$ cat src/rtl/iuhb_pkg.sv
// ----------------------------------------------------------------------------
// IPv4/UDP header builder package
// Shared types, constants and header word functions for the header builder.
// ----------------------------------------------------------------------------
package iuhb_pkg;

   // Configuration port.
   localparam int CSR_IDX_W  = 3;
   localparam int CSR_DATA_W = 32;

   localparam logic [CSR_IDX_W-1:0] CSR_SOURCE_ADDRESS   = 3'd0;
   localparam logic [CSR_IDX_W-1:0] CSR_DEST_ADDRESS     = 3'd1;
   localparam logic [CSR_IDX_W-1:0] CSR_SOURCE_PORT      = 3'd2;
   localparam logic [CSR_IDX_W-1:0] CSR_DEST_PORT        = 3'd3;
   localparam logic [CSR_IDX_W-1:0] CSR_VERSION_TOS_WORD = 3'd4;
   localparam logic [CSR_IDX_W-1:0] CSR_MAX_PAYLOAD      = 3'd5;

   localparam logic [15:0] VERSION_TOS_RESET = 16'h4500;
   localparam logic [15:0] MAX_PAYLOAD_RESET = 16'd1400;

   // Word positions in a header run.
   localparam logic [3:0] W_FRAME_LEN = 4'd0;
   localparam logic [3:0] W_VER_TOS   = 4'd1;
   localparam logic [3:0] W_TOTAL_LEN = 4'd2;
   localparam logic [3:0] W_ID        = 4'd3;
   localparam logic [3:0] W_FLAGS     = 4'd4;
   localparam logic [3:0] W_TTL_PROTO = 4'd5;
   localparam logic [3:0] W_HDR_CSUM  = 4'd6;
   localparam logic [3:0] W_SRC_HI    = 4'd7;
   localparam logic [3:0] W_SRC_LO    = 4'd8;
   localparam logic [3:0] W_DST_HI    = 4'd9;
   localparam logic [3:0] W_DST_LO    = 4'd10;
   localparam logic [3:0] W_SRC_PORT  = 4'd11;
   localparam logic [3:0] W_DST_PORT  = 4'd12;
   localparam logic [3:0] W_UDP_LEN   = 4'd13;
   localparam logic [3:0] W_UDP_CSUM  = 4'd14;

   localparam logic [3:0] WORD_LAST = W_UDP_CSUM;

   // The checksum runs over the ten IPv4 header words.
   localparam logic [3:0] SUM_FIRST = W_VER_TOS;
   localparam logic [3:0] SUM_LAST  = W_DST_LO;

   localparam logic [15:0] FRAME_LEN_ADD = 16'd50;
   localparam logic [15:0] TOTAL_LEN_ADD = 16'd28;
   localparam logic [15:0] UDP_LEN_ADD   = 16'd8;
   localparam logic [15:0] ID_WORD       = 16'h01af;
   localparam logic [15:0] FLAGS_WORD    = 16'h4000;
   localparam logic [15:0] TTL_PROTO     = 16'h4011;
   localparam logic [15:0] UDP_CSUM_WORD = 16'h0000;
   localparam logic [15:0] SUM_SEED      = 16'hffff;
   localparam logic [15:0] CSUM_ZERO     = 16'h0000;

   // Job queue between front and back.
   localparam int QDEPTH = 2;
   localparam int QPTR_W = 1;
   localparam int QCNT_W = 2;

   typedef struct packed {
      logic [31:0] source_address;
      logic [31:0] dest_address;
      logic [15:0] source_port;
      logic [15:0] dest_port;
      logic [15:0] version_tos_word;
      logic [15:0] max_payload;
   } cfg_type;

   typedef struct packed {
      logic [15:0] plen;
      logic [15:0] csum;
   } hdr_job_type;

   // Ones' complement add with end-around carry.
   function automatic logic [15:0] ones_add(input logic [15:0] a, input logic [15:0] b);
      logic [16:0] s;
      s = {1'b0, a} + {1'b0, b};
      return s[16] ? (s[15:0] + 16'd1) : s[15:0];
   endfunction

   // Value of one header word.
   function automatic logic [15:0] hdr_word(input logic [3:0] idx, input logic [15:0] plen,
                                            input cfg_type cfg, input logic [15:0] csum);
      logic [15:0] w;
      case (idx)
         W_FRAME_LEN: w = plen + FRAME_LEN_ADD;
         W_VER_TOS:   w = cfg.version_tos_word;
         W_TOTAL_LEN: w = plen + TOTAL_LEN_ADD;
         W_ID:        w = ID_WORD;
         W_FLAGS:     w = FLAGS_WORD;
         W_TTL_PROTO: w = TTL_PROTO;
         W_HDR_CSUM:  w = csum;
         W_SRC_HI:    w = cfg.source_address[31:16];
         W_SRC_LO:    w = cfg.source_address[15:0];
         W_DST_HI:    w = cfg.dest_address[31:16];
         W_DST_LO:    w = cfg.dest_address[15:0];
         W_SRC_PORT:  w = cfg.source_port;
         W_DST_PORT:  w = cfg.dest_port;
         W_UDP_LEN:   w = plen + UDP_LEN_ADD;
         default:     w = UDP_CSUM_WORD;
      endcase
      return w;
   endfunction

endpackage

$ cat src/rtl/ipv4_udp_header_builder.sv
// ----------------------------------------------------------------------------
// IPv4/UDP header builder
// Turns a UDP payload length into the fifteen 16-bit framing header words.
// ----------------------------------------------------------------------------
// Usage. The request channel (req_valid, req_stall, req_payload_len) takes one
// word per payload, and a word moves when valid is high and stall is low.
// For each accepted length that does not exceed max_payload the response
// channel (rsp_valid, rsp_stall, rsp_word_*) returns fifteen words in network
// order: frame length, the ten IPv4 header words with their checksum, and the
// four UDP header words. rsp_last marks word 14. An oversized length is taken
// and produces nothing.
// The front end sums the checksum over the ten IPv4 header words, one header
// word per cycle, and the back end sends one word per cycle while the
// receiver does not stall. A two-entry job queue lets the front end take and
// sum the next length while words still go out. When the receiver stalls,
// the output register holds its word, the back end waits, and once the
// queue fills the front end stalls the request channel.
// Reset empties the queue, stops any run in progress and returns the
// registers to their defaults: addresses and ports 0, version word 0x4500 and
// max_payload 1400. The user must write registers through csr_* only while
// idle; the block itself does not enforce this.
// ----------------------------------------------------------------------------
module ipv4_udp_header_builder
   import iuhb_pkg::*;
(
   input  logic                  clock,
   input  logic                  reset,
   input  logic                  req_valid,
   output logic                  req_stall,
   input  logic [15:0]           req_payload_len,
   output logic                  rsp_valid,
   input  logic                  rsp_stall,
   output logic [3:0]            rsp_word_index,
   output logic [15:0]           rsp_word_value,
   output logic                  rsp_last,
   input  logic                  csr_write_enable,
   input  logic [CSR_IDX_W-1:0]  csr_index,
   input  logic [CSR_DATA_W-1:0] csr_data
);

   // Configuration registers; writes beyond the register list are ignored.
   cfg_type cfg_ff, cfg_in;

   always_comb begin
      cfg_in = cfg_ff;
      if (csr_write_enable) begin
         case (csr_index)
            CSR_SOURCE_ADDRESS:   cfg_in.source_address   = csr_data;
            CSR_DEST_ADDRESS:     cfg_in.dest_address     = csr_data;
            CSR_SOURCE_PORT:      cfg_in.source_port      = csr_data[15:0];
            CSR_DEST_PORT:        cfg_in.dest_port        = csr_data[15:0];
            CSR_VERSION_TOS_WORD: cfg_in.version_tos_word = csr_data[15:0];
            CSR_MAX_PAYLOAD:      cfg_in.max_payload      = csr_data[15:0];
            default: begin
            end
         endcase
      end
   end

   always_ff @(posedge clock) begin
      if (reset) begin
         cfg_ff.source_address   <= '0;
         cfg_ff.dest_address     <= '0;
         cfg_ff.source_port      <= '0;
         cfg_ff.dest_port        <= '0;
         cfg_ff.version_tos_word <= VERSION_TOS_RESET;
         cfg_ff.max_payload      <= MAX_PAYLOAD_RESET;
      end else begin
         cfg_ff <= cfg_in;
      end
   end

   // The front end hands each checked length with its checksum to the queue.
   logic        push;
   hdr_job_type push_job;
   logic        q_ready;
   logic        q_valid;
   logic        pop;
   hdr_job_type head;

   iuhb_front u_front (
      .clock           (clock),
      .reset           (reset),
      .req_valid       (req_valid),
      .req_stall       (req_stall),
      .req_payload_len (req_payload_len),
      .cfg             (cfg_ff),
      .push            (push),
      .job             (push_job),
      .q_ready         (q_ready)
   );

   iuhb_fifo u_fifo (
      .clock    (clock),
      .reset    (reset),
      .push     (push),
      .push_job (push_job),
      .q_ready  (q_ready),
      .pop      (pop),
      .q_valid  (q_valid),
      .head     (head)
   );

   // The back end drains the queue one header word per cycle while the receiver does not stall.
   iuhb_back u_back (
      .clock          (clock),
      .reset          (reset),
      .cfg            (cfg_ff),
      .q_valid        (q_valid),
      .head           (head),
      .pop            (pop),
      .rsp_valid      (rsp_valid),
      .rsp_stall      (rsp_stall),
      .rsp_word_index (rsp_word_index),
      .rsp_word_value (rsp_word_value),
      .rsp_last       (rsp_last)
   );

endmodule

$ cat src/rtl/iuhb_front.sv
// ----------------------------------------------------------------------------
// IPv4/UDP header builder front end
// Accepts payload lengths, drops oversized ones and sums the header checksum.
// ----------------------------------------------------------------------------
module iuhb_front
   import iuhb_pkg::*;
(
   input  logic        clock,
   input  logic        reset,
   input  logic        req_valid,
   output logic        req_stall,
   input  logic [15:0] req_payload_len,
   input  cfg_type     cfg,
   output logic        push,
   output hdr_job_type job,
   input  logic        q_ready
);

   localparam logic [1:0] F_IDLE = 2'd0;
   localparam logic [1:0] F_SUM  = 2'd1;
   localparam logic [1:0] F_HOLD = 2'd2;

   logic [1:0]  state_ff, state_in;
   logic [3:0]  cnt_ff, cnt_in;
   logic [15:0] acc_ff, acc_in;
   logic [15:0] plen_ff, plen_in;
   logic        accept;

   assign req_stall = (state_ff == F_SUM) || ((state_ff == F_HOLD) && !q_ready);
   assign accept    = req_valid && !req_stall;
   assign push      = (state_ff == F_HOLD) && q_ready;
   assign job.plen  = plen_ff;
   assign job.csum  = ~acc_ff;

   always_comb begin
      state_in = state_ff;
      cnt_in   = cnt_ff;
      acc_in   = acc_ff;
      plen_in  = plen_ff;
      case (state_ff)
         F_IDLE: begin
         end
         F_SUM: begin
            acc_in = ones_add(acc_ff, hdr_word(cnt_ff, plen_ff, cfg, CSUM_ZERO));
            cnt_in = cnt_ff + 4'd1;
            if (cnt_ff == SUM_LAST) begin
               state_in = F_HOLD;
            end
         end
         F_HOLD: begin
            if (push) begin
               state_in = F_IDLE;
            end
         end
         default: begin
            state_in = F_IDLE;
         end
      endcase
      // An oversized payload is taken and dropped.
      if (accept && (req_payload_len <= cfg.max_payload)) begin
         state_in = F_SUM;
         plen_in  = req_payload_len;
         acc_in   = SUM_SEED;
         cnt_in   = SUM_FIRST;
      end
   end

   always_ff @(posedge clock) begin
      if (reset) begin
         state_ff <= F_IDLE;
         cnt_ff   <= SUM_FIRST;
      end else begin
         state_ff <= state_in;
         cnt_ff   <= cnt_in;
      end
      acc_ff  <= acc_in;
      plen_ff <= plen_in;
   end

`ifndef ASSERT_OFF
   a_sum_count: assert property (@(posedge clock) disable iff (reset)
      (state_ff == F_SUM) |-> ((cnt_ff >= SUM_FIRST) && (cnt_ff <= SUM_LAST)))
      else $error("checksum step count out of range");
`endif

endmodule

$ cat src/rtl/iuhb_fifo.sv
// ----------------------------------------------------------------------------
// IPv4/UDP header builder job queue
// Two-entry queue of checked lengths and checksums between front and back.
// ----------------------------------------------------------------------------
module iuhb_fifo
   import iuhb_pkg::*;
(
   input  logic        clock,
   input  logic        reset,
   input  logic        push,
   input  hdr_job_type push_job,
   output logic        q_ready,
   input  logic        pop,
   output logic        q_valid,
   output hdr_job_type head
);

   localparam logic [QPTR_W-1:0] QPTR_ONE = QPTR_W'(1);
   localparam logic [QCNT_W-1:0] QCNT_ONE = QCNT_W'(1);
   localparam logic [QCNT_W-1:0] QCNT_MAX = QCNT_W'(QDEPTH);

   hdr_job_type       mem_ff [QDEPTH];
   logic [QPTR_W-1:0] wr_ptr_ff, wr_ptr_in;
   logic [QPTR_W-1:0] rd_ptr_ff, rd_ptr_in;
   logic [QCNT_W-1:0] count_ff, count_in;

   assign q_valid = (count_ff != '0);
   assign q_ready = (count_ff != QCNT_MAX);
   assign head    = mem_ff[rd_ptr_ff];

   always_comb begin
      wr_ptr_in = push ? (wr_ptr_ff + QPTR_ONE) : wr_ptr_ff;
      rd_ptr_in = pop ? (rd_ptr_ff + QPTR_ONE) : rd_ptr_ff;
      count_in  = count_ff;
      if (push && !pop) begin
         count_in = count_ff + QCNT_ONE;
      end else if (pop && !push) begin
         count_in = count_ff - QCNT_ONE;
      end
   end

   always_ff @(posedge clock) begin
      if (reset) begin
         wr_ptr_ff <= '0;
         rd_ptr_ff <= '0;
         count_ff  <= '0;
      end else begin
         wr_ptr_ff <= wr_ptr_in;
         rd_ptr_ff <= rd_ptr_in;
         count_ff  <= count_in;
      end
      if (push) begin
         mem_ff[wr_ptr_ff] <= push_job;
      end
   end

`ifndef ASSERT_OFF
   a_no_overrun: assert property (@(posedge clock) disable iff (reset)
      (push && !q_ready) |-> pop)
      else $error("job queue written while full");
`endif

endmodule

$ cat src/rtl/iuhb_back.sv
// ----------------------------------------------------------------------------
// IPv4/UDP header builder back end
// Steps through the fifteen header words of each queued job.
// ----------------------------------------------------------------------------
module iuhb_back
   import iuhb_pkg::*;
(
   input  logic        clock,
   input  logic        reset,
   input  cfg_type     cfg,
   input  logic        q_valid,
   input  hdr_job_type head,
   output logic        pop,
   output logic        rsp_valid,
   input  logic        rsp_stall,
   output logic [3:0]  rsp_word_index,
   output logic [15:0] rsp_word_value,
   output logic        rsp_last
);

   logic        active_ff, active_in;
   logic [3:0]  idx_ff, idx_in;
   hdr_job_type cur_ff, cur_in;
   logic        rsp_valid_ff, rsp_valid_in;
   logic [3:0]  rsp_index_ff, rsp_index_in;
   logic [15:0] rsp_value_ff, rsp_value_in;
   logic        rsp_last_ff, rsp_last_in;
   logic        advance;
   logic        load_word;
   logic        run_end;

   assign advance   = !rsp_valid_ff || !rsp_stall;
   assign load_word = active_ff && advance;
   assign run_end   = load_word && (idx_ff == WORD_LAST);
   assign pop       = q_valid && (!active_ff || run_end);

   always_comb begin
      active_in    = active_ff;
      idx_in       = idx_ff;
      cur_in       = cur_ff;
      rsp_index_in = rsp_index_ff;
      rsp_value_in = rsp_value_ff;
      rsp_last_in  = rsp_last_ff;
      rsp_valid_in = load_word || (rsp_valid_ff && rsp_stall);
      if (load_word) begin
         rsp_index_in = idx_ff;
         rsp_value_in = hdr_word(idx_ff, cur_ff.plen, cfg, cur_ff.csum);
         rsp_last_in  = (idx_ff == WORD_LAST);
         idx_in       = idx_ff + 4'd1;
      end
      if (run_end) begin
         active_in = 1'b0;
      end
      if (pop) begin
         active_in = 1'b1;
         idx_in    = W_FRAME_LEN;
         cur_in    = head;
      end
   end

   always_ff @(posedge clock) begin
      if (reset) begin
         active_ff    <= 1'b0;
         idx_ff       <= W_FRAME_LEN;
         rsp_valid_ff <= 1'b0;
      end else begin
         active_ff    <= active_in;
         idx_ff       <= idx_in;
         rsp_valid_ff <= rsp_valid_in;
      end
      cur_ff       <= cur_in;
      rsp_index_ff <= rsp_index_in;
      rsp_value_ff <= rsp_value_in;
      rsp_last_ff  <= rsp_last_in;
   end

   assign rsp_valid      = rsp_valid_ff;
   assign rsp_word_index = rsp_index_ff;
   assign rsp_word_value = rsp_value_ff;
   assign rsp_last       = rsp_last_ff;

`ifndef ASSERT_OFF
   a_last_index: assert property (@(posedge clock) disable iff (reset)
      rsp_valid_ff |-> (rsp_last_ff == (rsp_index_ff == WORD_LAST)))
      else $error("last mark does not match word index");
   a_run_open: assert property (@(posedge clock) disable iff (reset)
      (rsp_valid_ff && !rsp_last_ff) |-> active_ff)
      else $error("header run ended before its last word");
`endif

endmodule
$ cat config.mk
export PLATFORM = sky130hd
export DESIGN_NAME = ipv4_udp_header_builder
export DESIGN_NICKNAME = d
export VERILOG_FILES = /design/src/rtl/iuhb_pkg.sv /design/src/rtl/ipv4_udp_header_builder.sv /design/src/rtl/iuhb_front.sv /design/src/rtl/iuhb_fifo.sv /design/src/rtl/iuhb_back.sv
export SDC_FILE = /design/constraint.sdc
export NUM_CORES = 1
export LEC_CHECK = 0
export ABC_AREA = 1
export BUFFER_PORTS_ARGS = -buffer_cell sky130_fd_sc_hd__buf_2
export CELL_PAD_IN_SITES_DETAIL_PLACEMENT = 1
export CELL_PAD_IN_SITES_GLOBAL_PLACEMENT = 1
export CORE_ASPECT_RATIO = 0.6
export CORE_MARGIN = 4
export CORE_UTILIZATION = 35
export DETAILED_ROUTE_END_ITERATION = 6
export HOLD_SLACK_MARGIN = 0.02
export PLACE_DENSITY = 0.61
export REMOVE_ABC_BUFFERS = 1
export SYNTH_ARGS = -nofsm -noshare
export SYNTH_HDL_FRONTEND = slang
export SYNTH_SLANG_ARGS = --single-unit
$ cat constraint.sdc
create_clock -name clock -period 4 [get_ports clock]
set_input_delay 0.2 -clock clock [delete_from_list [all_inputs] [get_ports clock]]
set_output_delay 0.2 -clock clock [all_outputs]
set_load 0.005 [all_outputs]
==> flow_summary.toml, run 1 <==
[global_route]
grt_max_degree = 69
use_met1 = 0.4297
grt_use_met3 = 0.08194
grt_pass1_wl_mm = 98.93
track_usage = 0.2768
grt_pass1_vias = 14888
grt_overflow = 0
antenna_found_initial = 7
busiest_layer = "met1"
use_met2 = 0.3708

[setup_path]
r2r_start = "u_front.cnt_ff[0]"
startpoint_type = "flop"
r2r_end = "u_front.acc_ff[15]"
cp-end-kind = "flop"
crit_type = "flop to flop"
r2r_cells = 22
critPathArrivalTime_ns = 4.28
cp_max_fo = 7
required_ns = 4.49
ff2ff_setup_slack_ns = 0.21

[routing]
post-route-drc-count = 0
wire_per_inst_um = 24.22
drt_iter0_drc = 1498
vias_per_cell = 5.532
antenna_left = 0
drtPass1Iterations = 7
routed_wl_mm = 68.25
vias = 15589

[clock_tree]
clock_path_buffers = 3
cts.sinks = 293
path_clk_slew_ns = 0.07
root_buffer = "clkbuf_16"
cts_buffers = 30
htree_levels = 1
clock_latency_ns = 0.60
cts_tree = "done"

[logic_synthesis]
synth_seq_area_share = 0.4602
ys_seq_elements = 293
yosys_warnings = 0
synth_edf_count = 133
async_flop_share = 0
synth_flop_cell = "dfxtp_1"
synth_cells = 2003
synth.distinct_cells = 54
syn_area_sq_um = 15640
avgSynthCellArea_sq_um = 7.807

[power_and_ir_drop]
finalPower_mw = 11.32
leakagePower_nw = 7.923
power_density_nw_per_um2 = 591.8
peakVddDrop_mv = 0.3114

[floorplanning]
die_width_um = 280.9
fp.dieH_um = 171.7
fp.dieArea_sq_um = 48240
ios = 79
start_util = 0.3578
rows = 59
core_area_sq_um = 43700

[worst_hold_path]
holdPathEnd = "cfg_ff[4]"
hold_depth = 3
hp-class = "input port to flop"
hp-start = "csr_data[4]"

[cells_and_area]
drive_above_1_share = 0.1577
final_cell_area_sq_um = 19130
final_core_util = 0.4377
final_common_cell = "nand2_1"
final_cell_mix = "387 x nand2_1, 257 x inv_1, 207 x o21ai_0"
nets = 2327
area_growth_pct = 22.33

[sta]
fin_crit_ns = 3.793
holdWs_ns = 0.06180
finalCritPeriodShare = 0.9483
max_freq_ghz = 0.2636
worst_slew_pin_slew_ns = 1.151
setup_tns_ns = 0
maxSlewHeadroom = 0.2320
finalMaxSlewViolations = 0
finalSetupViolations = 0
finalHoldViolations = 0
clock_skew_ns = 0.02385

[placed_design]
io_buffers = 78
post_dp_cell_area_sq_um = 17360
place_hpwl_mm = 52.31
gp_congestion = 0.9738

[run_status]
outcome = "completed"

[flow_run]
drv_cap = 0
[sequential cells by signal (all words and copies together) (netlist names)]
name                   flops
u_back.active_ff           1
u_front.plen_ff           16
u_front.cnt_ff             4
u_fifo.count_ff            2
u_fifo.wr_ptr_ff           1
u_fifo.mem_ff             64
u_back.cur_ff             32
u_fifo.rd_ptr_ff           1
u_front.state_ff           2
u_back.rsp_word_value     16
cfg_ff                   128
u_front.acc_ff            16
u_back.rsp_word_index      4
u_back.rsp_last            1
u_back.rsp_valid           1
u_back.idx_ff              4
[cell usage after synthesis (3+ instances only)]
library cell / number / share of area
o221ai_1: 5 / 0.0028
a21oi_1: 151 / 0.048
a211oi_1: 6 / 0.0029
ha_1: 56 / 0.045
nor3_1: 16 / 0.0051
nor4_1: 6 / 0.0024
inv_1: 266 / 0.064
clkbuf_1: 54 / 0.013
inv_2: 8 / 0.0019
xor2_1: 9 / 0.0050
nand3_2: 8 / 0.0051
nand4_1: 24 / 0.0096
nor2_1: 207 / 0.050
edfxtp_1: 133 / 0.26
dfxtp_1: 160 / 0.20
a22oi_1: 7 / 0.0034
nand2_2: 11 / 0.0044
o21ai_0: 210 / 0.067
a221oi_1: 31 / 0.017
buf_2: 9 / 0.0029
nand3b_1: 4 / 0.0019
nor2_2: 10 / 0.0040
nor2_4: 6 / 0.0043
o21ai_1: 3 / 0.00096
and2_1: 4 / 0.0016
nand2_1: 396 / 0.095
clkinv_1: 4 / 0.00096
o211ai_1: 27 / 0.013
or2_2: 5 / 0.0020
a2111oi_0: 5 / 0.0028
o2111ai_1: 9 / 0.0050
nand3_1: 94 / 0.030
o22ai_1: 33 / 0.013
[report_power, final]
group	leakage [nW]	internal [mW]	switching, mW
registers	2.53	3.69	0.437
clock network	0.462	1.55	1.26
logic	4.93	1.52	2.87
[through the flow]
step / setup slack [ns] / instances
after floorplan: 0.2849 / 1935
final: 0.2067 / 2818
after detailed placement: -0.4408 / 2701
after global placement: -0.4350 / 2701
after global routing: -0.02096 / 2817
after CTS: 0.05455 / 2805
[cells by family (layout without fill, tap and decap cells)]
group / after synthesis / count (layout) / share of synthesized area
adder cells (fa/ha/maj): 57 / 57 / 0.04609
XOR/XNOR: 10 / 10 / 0.006082
AO/OA/AOI/OAI: 496 / 496 / 0.1813
other: 0 / 1 / 0
flip-flops: 293 / 293 / 0.4602
AND/OR/NAND/NOR: 801 / 801 / 0.2215
buffers and inverters: 346 / 581 / 0.08481
[cell type report]
class / instances / area (sq um)
Clock buffer: 43 / 819.5
Inverter: 278 / 1052
Timing Repair Buffer: 247 / 1837
Multi-Input combinational cell: 1364 / 7373
Fill cell: 5305 / 24570
Antenna cell: 1 / 2.502
Tap cell: 579 / 724.4
Clock inverter: 13 / 121.4
Sequential cell: 293 / 7199
[how the worst max path moves through the flow]
stage                                  from            endpoint  slack, ns  depth (start not counted)
after floorplan            u_back.idx_ff[0]  u_fifo.count_ff[1]       0.28                         12
after global placement    u_front.cnt_ff[0]  u_front.acc_ff[13]      -0.43                         22
after detailed placement  u_front.cnt_ff[0]  u_front.acc_ff[13]      -0.44                         22
after CTS                 u_front.cnt_ff[0]  u_front.acc_ff[11]       0.05                         23
after global routing      u_front.cnt_ff[0]  u_front.acc_ff[11]      -0.02                         24
final                     u_front.cnt_ff[0]  u_front.acc_ff[15]       0.21                         22
[layer usage]
layer	share of wire	vias to the layer above
met3	0.10	86
met1	0.49	7673
met5	0.00022	-
met4	0.020	2
met2	0.38	621
li1	-	7207
[critical path: stages (launching register included)]
cell and delay, ns:
dfxtp_2 0.36, inv_1 0.07, ha_1 0.24, nand3_2 0.13
clkinv_1 0.14, buf_4 0.23, nand2_1 0.08, nand3_1 0.11
nor3_2 0.28, nand4_1 0.29, ha_4 0.39, inv_1 0.09
nor3_4 0.23, and2_4 0.19, nand2_2 0.08, nand2_4 0.12
nand2_2 0.09, inv_2 0.08, nand2_4 0.08, nor2_4 0.14
nand3_1 0.10, nand3_1 0.10, nand2_1 0.05
[timing repair]
action / in CTS / in global routing
pin swaps: 0 / 20
setup endpoints to repair: 16 / 16
gates resized for setup: 11 / 60
setup buffers: 0 / 12
endpoints found under the hold margin: 101 / 0
hold buffers: 48 / 0
Note: power is estimated with default switching activity, not from simulation.
==> run 2, diff against run 1 <==
==> constraint.sdc (replaced) <==
create_clock -name clock -period 3.5 [get_ports clock]
set_input_delay 0.175 -clock clock [delete_from_list [all_inputs] [get_ports clock]]
set_output_delay 0.175 -clock clock [all_outputs]
set_load 0.005 [all_outputs]
==> run 2 against run 1 <==
Net effect:
- sequential power grew 15%
- critical endpoint is now u_front.acc_ff[14]
- the flow now finishes with violations (negative setup slack)
- largest power group unchanged
- maximum frequency grew 1.7%
- critical path depth grew 2
==> flow_summary.toml, run 2 (synthesis results as in run 1) <==
[run_status]
outcome = "finished, violations left"
failed_checks = "negative setup slack"

[global_route]
grt_overflow = 0
grt_max_degree = 48
track_usage = 0.2982
grt_pass1_vias = 15994
antenna_found_initial = 5
grt_pass1_wl_mm = 105.7

[routing]
drt_iter0_drc = 1556
antenna_left = 0
vias = 16452
drtPass1Iterations = 5
vias_per_cell = 5.466
routed_wl_mm = 73.77
post-route-drc-count = 0
wire_per_inst_um = 24.51

[sta]
finalSetupViolations = 16
finalHoldViolations = 0
finalCritPeriodShare = 1.066
fin_crit_ns = 3.729
maxSlewHeadroom = 0.2643
max_freq_ghz = 0.2681
setup_slack_ns = -0.2295
clock_skew_ns = 0.02346
worst_slew_pin_slew_ns = 1.102
finalMaxSlewViolations = 0
rsz0062_at_grt = "yes"

[cells_and_area]
nets = 2521
fillers = 5220
ff_latch_area_sq_um = 7206
drive_above_1_share = 0.2834
largest_reg_flops = 128
top_register = "cfg_ff"
multi_input_area_sq_um = 8220
instances_no_fill = 3010
diodes = 0
final_common_cell = "nand2_1"
area_growth_pct = 38.34
final_cell_mix = "345 x nand2_1, 290 x buf_4, 243 x inv_1"
reg_top3 = "cfg_ff (128), u_fifo.mem_ff (64), u_back.cur_ff (32)"

[placed_design]
pre_cts_ws_ns = -0.6593
placedCellCount = 2860
io_buffers = 78
place_hpwl_mm = 56.31
gp_congestion = 0.9817

[floorplanning]
ios = 79
core_area_sq_um = 43700
die_width_um = 280.9
rows = 59
start_util = 0.3578
fp.dieArea_sq_um = 48240
fp.dieH_um = 171.7

[setup_path]
crit_type = "flop to flop"
startpoint_type = "flop"
required_ns = 4.03
cp_max_fo = 5
critPathArrivalTime_ns = 4.25
cp-end-kind = "flop"

[clock_tree]
cts.sinks = 293
cts_buffers = 29
cts_tree = "done"
clock_latency_ns = 0.59
clock_path_buffers = 3
path_clk_slew_ns = 0.06
htree_levels = 1
root_buffer = "clkbuf_16"

[power_and_ir_drop]
peakVddDrop_mv = 0.3526
leakagePower_nw = 9.112
power_density_nw_per_um2 = 679.3

[worst_hold_path]
hp-class = "input port to flop"

[flow_run]
drv_cap = 0
==> run 2: cell count changes in the layout (fill, tap and decap cells not counted), moves of 12 or more <==
| cell | previous run | this run |
|---|---|---|
| nand2_4 | 2 | 16 |
| buf_4 | 115 | 290 |
| nand3_1 | 92 | 66 |
| nand2_2 | 20 | 43 |
| nor2_4 | 10 | 22 |
| nand3_2 | 10 | 28 |
| inv_1 | 257 | 243 |
| buf_6 | 2 | 23 |
| nand2_1 | 387 | 345 |
| ha_4 | 6 | 19 |
| nor2_1 | 194 | 181 |
| ha_1 | 47 | 35 |
==> run 2: final cells by class <==
type                       count  area share
timing repair buffer         442      0.1552
inverter                     278     0.04968
clock inverter                 7    0.004800
clock buffer                  47     0.04378
tap                          579     0.03349
multi-input combinational   1364      0.3800
sequential                   293      0.3331
==> run 2: final timing paths <==
path                           start                 end  slack [ns]  cells after the start
setup / recovery  u_front.plen_ff[4]  u_front.acc_ff[14]       -0.23                     24
hold / removal           csr_data[4]           cfg_ff[4]        0.07                      3
setup reg to reg  u_front.plen_ff[4]  u_front.acc_ff[14]       -0.23                     24
hold reg to reg            cfg_ff[7]           cfg_ff[7]        0.46                      2
==> run 2: power breakdown <==
group	internal [mW]	switching, mW	total (mW)
registers	4.21	0.525	4.74
logic	2.54	3.96	6.50
clock network	2.01	1.45	3.45
==> run 2: critical path, cell delays in order, from the launching register on <==
cell and delay, ns:
edfxtp_1 0.43, buf_6 0.16, buf_4 0.13, buf_4 0.13, nor2_2 0.14, nand2_2 0.11
inv_1 0.10, nor2_1 0.06, inv_1 0.08, buf_4 0.10, nand2_1 0.06, a31oi_2 0.18
o2111ai_2 0.21, ha_4 0.35, nand2_1 0.14, nor2_4 0.18, nand3_2 0.19, nand4_1 0.19
nand3_4 0.15, buf_4 0.17, nor2_4 0.13, nand2_1 0.07, nand2_1 0.07, nand3_2 0.06
nand2_2 0.07
==> run 2: per-stage QoR <==
step,instance area [sq um],hold slack (ns),TNS (ns),total power [mW],util
floorplan,15350,0.2441,-0.2151,7.130,-
global placement,18530,0.3776,-8.030,9.744,0.4240
detailed placement,18530,0.3792,-8.900,9.855,0.4240
CTS,20950,0.03102,-1.655,14.06,0.4795
global route,21630,0.06584,-4.362,15.43,0.4950
finish,21630,0.06995,-2.278,14.70,0.4950
==> run 2: routing by layer <==
metal  vias to the layer above  global-route usage  part of all wire
li1                       7595                   -                 -
met1                      8104              0.4523              0.48
met2                       668              0.4109              0.39
met3                        83             0.09442              0.11
met4                         2             0.06382             0.022
met5                         -                   0           0.00015
==> run 2: repair_timing <==
action / in CTS / in global routing
cloned: 0 / 0
setup buffers: 29 / 19
setup endpoints to repair: 16 / 16
gates resized for setup: 175 / 130
hold buffers: 49 / 0
pin swaps: 61 / 64
endpoints found under the hold margin: 120 / 0
